File: config.mk
export PLATFORM = sky130hd
export DESIGN_NAME = pdft_sqrt
export DESIGN_NICKNAME = d
export VERILOG_FILES = /design/src/design/pdft_sqrt.sv
export SDC_FILE = /design/constraint.sdc
export NUM_CORES = 2
export LEC_CHECK = 0
export ABC_AREA = 0
export BUFFER_PORTS_ARGS = -buffer_cell sky130_fd_sc_hd__buf_2
export CAP_MARGIN = 10
export CORE_MARGIN = 3
export CORE_UTILIZATION = 30
export CTS_BUF_LIST = sky130_fd_sc_hd__clkbuf_4 sky130_fd_sc_hd__clkbuf_8 sky130_fd_sc_hd__clkbuf_16
export DETAILED_ROUTE_END_ITERATION = 12
export GPL_TIMING_DRIVEN = 0
export REMOVE_ABC_BUFFERS = 1
export SETUP_SLACK_MARGIN = 0.15
export SYNTH_ARGS = -nofsm -noshare
export SYNTH_HDL_FRONTEND = slang
export SYNTH_MEMORY_MAX_BITS = 65536
export SYNTH_SLANG_ARGS = --single-unit
File: constraint.sdc
create_clock -name clk -period 5.5 [get_ports clk]
set_input_delay 0.825 -clock clk [delete_from_list [all_inputs] [get_ports clk]]
set_output_delay 0.825 -clock clk [all_outputs]
set_load 0.02 [all_outputs]
File: src/design/pdft_sqrt.sv
// Pipelined integer square root, one root bit per stage.
module pdft_sqrt #(
  parameter int IN_W = 64
) (
  input  logic                clk,
  input  logic                rst,
  input  logic                in_valid,
  input  logic [IN_W-1:0]     radicand,
  output logic                out_valid,
  output logic [IN_W/2-1:0]   root
);

  localparam int OUT_W = IN_W / 2;
  localparam int REM_W = OUT_W + 3;

  logic              vld [OUT_W];
  logic [REM_W-1:0]  rem [OUT_W];
  logic [OUT_W-1:0]  rt  [OUT_W];
  logic [IN_W-1:0]   vr  [OUT_W];

  for (genvar s = 0; s < OUT_W; s++) begin : g_stage
    logic             vld_in;
    logic [REM_W-1:0] rem_in, rem_next, cat, trial;
    logic [OUT_W-1:0] rt_in, rt_next;
    logic [IN_W-1:0]  vr_in;

    if (s == 0) begin : g_first
      assign vld_in = in_valid;
      assign rem_in = '0;
      assign rt_in = '0;
      assign vr_in = radicand;
    end else begin : g_next
      assign vld_in = vld[s-1];
      assign rem_in = rem[s-1];
      assign rt_in = rt[s-1];
      assign vr_in = vr[s-1];
    end

    always_comb begin
      cat = {rem_in[REM_W-3:0], vr_in[IN_W-1:IN_W-2]};
      trial = REM_W'({rt_in, 2'b01});
      if (cat >= trial) begin
        rem_next = cat - trial;
        rt_next = {rt_in[OUT_W-2:0], 1'b1};
      end else begin
        rem_next = cat;
        rt_next = {rt_in[OUT_W-2:0], 1'b0};
      end
    end

    always_ff @(posedge clk) begin
      if (rst) begin
        vld[s] <= 1'b0;
      end else begin
        vld[s] <= vld_in;
      end
      rem[s] <= rem_next;
      rt[s] <= rt_next;
      vr[s] <= {vr_in[IN_W-3:0], 2'b00};
    end
  end

  assign out_valid = vld[OUT_W-1];
  assign root = rt[OUT_W-1];

endmodule

==> out/metrics.cfg <==
[timing]
tightest_slew_ns = 1.130
rsz0062_at_grt = no
relSlewSlack = 0.2467
finalCritPeriodShare = 0.8027
max_freq_mhz = 226.5
fin_worst_skew_ns = 0.04596
fin_ws_ns = 1.085
period_needed_ns = 4.415
setup_tns_ns = 0
hold_viol = 0
setup_violations = 0
drv_slew = 0
holdWs_ns = 0.08332

[yosys]
ys.warnings.count = 0
seq_area_frac_synth = 0.5455
synth_edf_count = 0
synthTopCellsByCount = dfxtp_1, inv_1, nand2_1
synth_area_sq_um = 92700
yosys-top-cells-area = dfxtp_1, ha_1, xor2_1
syn_area_per_cell_sq_um = 10.06
yosysMostFrequentCell = dfxtp_1
synth_seq_cells = 2526
synth_cell_types = 89
syn_inst = 9212
yosysTopAreaCell = dfxtp_1
synthDominantCellAreaShare = 0.5455
async_flop_share = 0
ys.flop_type = dfxtp_1

[setup_path]
r2r_slack_ns = 1.09
r2r-end = rem[1][136]
cp_data_arrival_time_ns = 5.18
slowest_stage = clkinv_1
required_ns = 6.26
r2r_start = rem[1][92]
critPathBufInv = 1
cp-end-kind = flip-flop
crit_start = rem[1][92]
reg2reg_depth = 9
cp_cell_sequence = or4_1 -> or3_1 -> nor3_1 -> nand3_1 -> or4_1 -> a31oi_2 -> clkinv_1 -> nand4_1 -> xnor2_1
crit_fanout = 34
cpMostUsedCell = or4_1
path_delay_family = simple AND/OR/NAND/NOR gates
critPathKind = flip-flop to flip-flop
max_stage_delay_ns = 1.00
start_kind = flip-flop

[cells_and_area]
drive_above_1_share = 0.08055
nNetsFinal = 10087
fillers = 30707
synthToLayoutAreaGrowth_pct = 16.97

[global_routing]
grt_max_degree = 50
grt_pass1_wl_mm = 309.4
grt-ovfl-total = 0
grt_antenna_before_repair = 3
grt_use_total = 0.1179
grt_pass1_vias = 60649

[clock_tree]
insertion_delay_ns = 0.87
path_clk_slew_ns = 0.06
clock-root-buffer = clkbuf_16
numCtsBuffers = 275
ctsHoldBuffers = 58
post_cts_resized = 0
h-tree-depth = 5
cts_tree = yes
clk_path_buf_depth = 4
postCtsSetupBuffers = 0
cts.sinks = 2526

[floorplan]
core_area_sq_um = 306600
start_util = 0.3024
die_y_microns = 561.9
pin_count = 100
dieArea_sq_um = 315700
num_rows = 203
dieWidth_microns = 561.9

[placed_design]
place_ws_ns = 1.044
io_buffers = 99
dp_hpwl_mm = 143.0
gp_congestion = 0.8743

[detailed_routing]
avgRoutedWirePerCell_microns = 13.80
first_iter_violations = 3347
ant_nets = 0
via_per_inst = 4.486
drc_errors = 0
wirelength_mm = 190.2
first_pass_iters = 6
detailroute.via_count = 61797

[power_and_ir_drop]
powerDensity_nw_per_um2 = 470.6
ir_drop_uv = 478.1
total_power_uw = 51030
p_leak_uw = 0.04965

[min_path]
min_path_cells = 1
min_to = vr[0][8]
min_path_type = input port to flip-flop
holdCritStartpoint = radicand[8]

[job]
drv_cap = 0

[status]
status = completed

-- cells by family (layout without fill, tap and decap cells) --
group / count (synthesis) / count (layout) / share of synthesized area
AO/OA/AOI/OAI: 1874 / 1874 / 0.1255
XOR/XNOR: 784 / 784 / 0.07407
other: 1 / 6 / 0.00004045
adder cells (fa/ha/maj): 561 / 561 / 0.07572
buffers and inverters: 916 / 1375 / 0.03723
multiplexers: 89 / 89 / 0.01069
flip-flops: 2526 / 2526 / 0.5455
AND/OR/NAND/NOR: 2461 / 2461 / 0.1312
-- registers in the layout (all words and copies together), names as in the netlist --
register and cells:
vld 32, rt 528, rem 974, vr 992
-- area by class of cell --
cell class,instances,area (sq um),share of cell area
antenna,5,12.51,0.0001154
clock buffer,372,8036,0.07411
clock inverter,117,1800,0.01660
inverter,705,2646,0.02440
multi-input combinational,5770,38810,0.3579
sequential,2526,50570,0.4663
tap,4100,5130,0.04731
timing repair buffer,181,1429,0.01318
-- where the power goes --
group          switching, uW  internal, uW
registers               2160         21300
logic                   4520          3650
clock network           7420         12000
-- how the worst max path moves through the flow --
stage | end | slack (ns) | cells after the start
floorplan | rem[1][240] | 0.37 | 11
global placement | rem[1][217] | -1.92 | 9
detailed placement | rem[1][136] | 1.04 | 9
CTS | rem[1][136] | 1.0 | 9
global route | rem[1][136] | 0.74 | 11
finish | rem[1][136] | 1.09 | 9
-- placed cells by master (no fill, tap or decap), types with 279 or more instances in the layout --
cell       count
dfxtp_1     2526
inv_1        702
nand2_1      668
ha_1         561
nor2_1       550
o21ai_0      536
a21oi_1      531
xor2_1       397
xnor2_1      387
clkbuf_16    279
-- per-stage QoR --
step	instance area (sq um)	std cells	util
6_report	108400	13776	0.3537
5_1_grt	108400	13773	0.3537
4_1_cts	108400	13769	0.3536
3_5_place_dp	97980	13222	0.3196
3_3_place_gp	97520	13200	0.3181
2_1_floorplan	91900	9001	-
-- metal layers --
layer  wire [microns]  GRT usage  part of all wire
met1            83580     0.1418              0.44
met2            90200     0.2056              0.47
met3             7421    0.01763             0.039
met4             8959    0.05613             0.047
met5                0          0                 0
(Power assumes the default switching activity.)
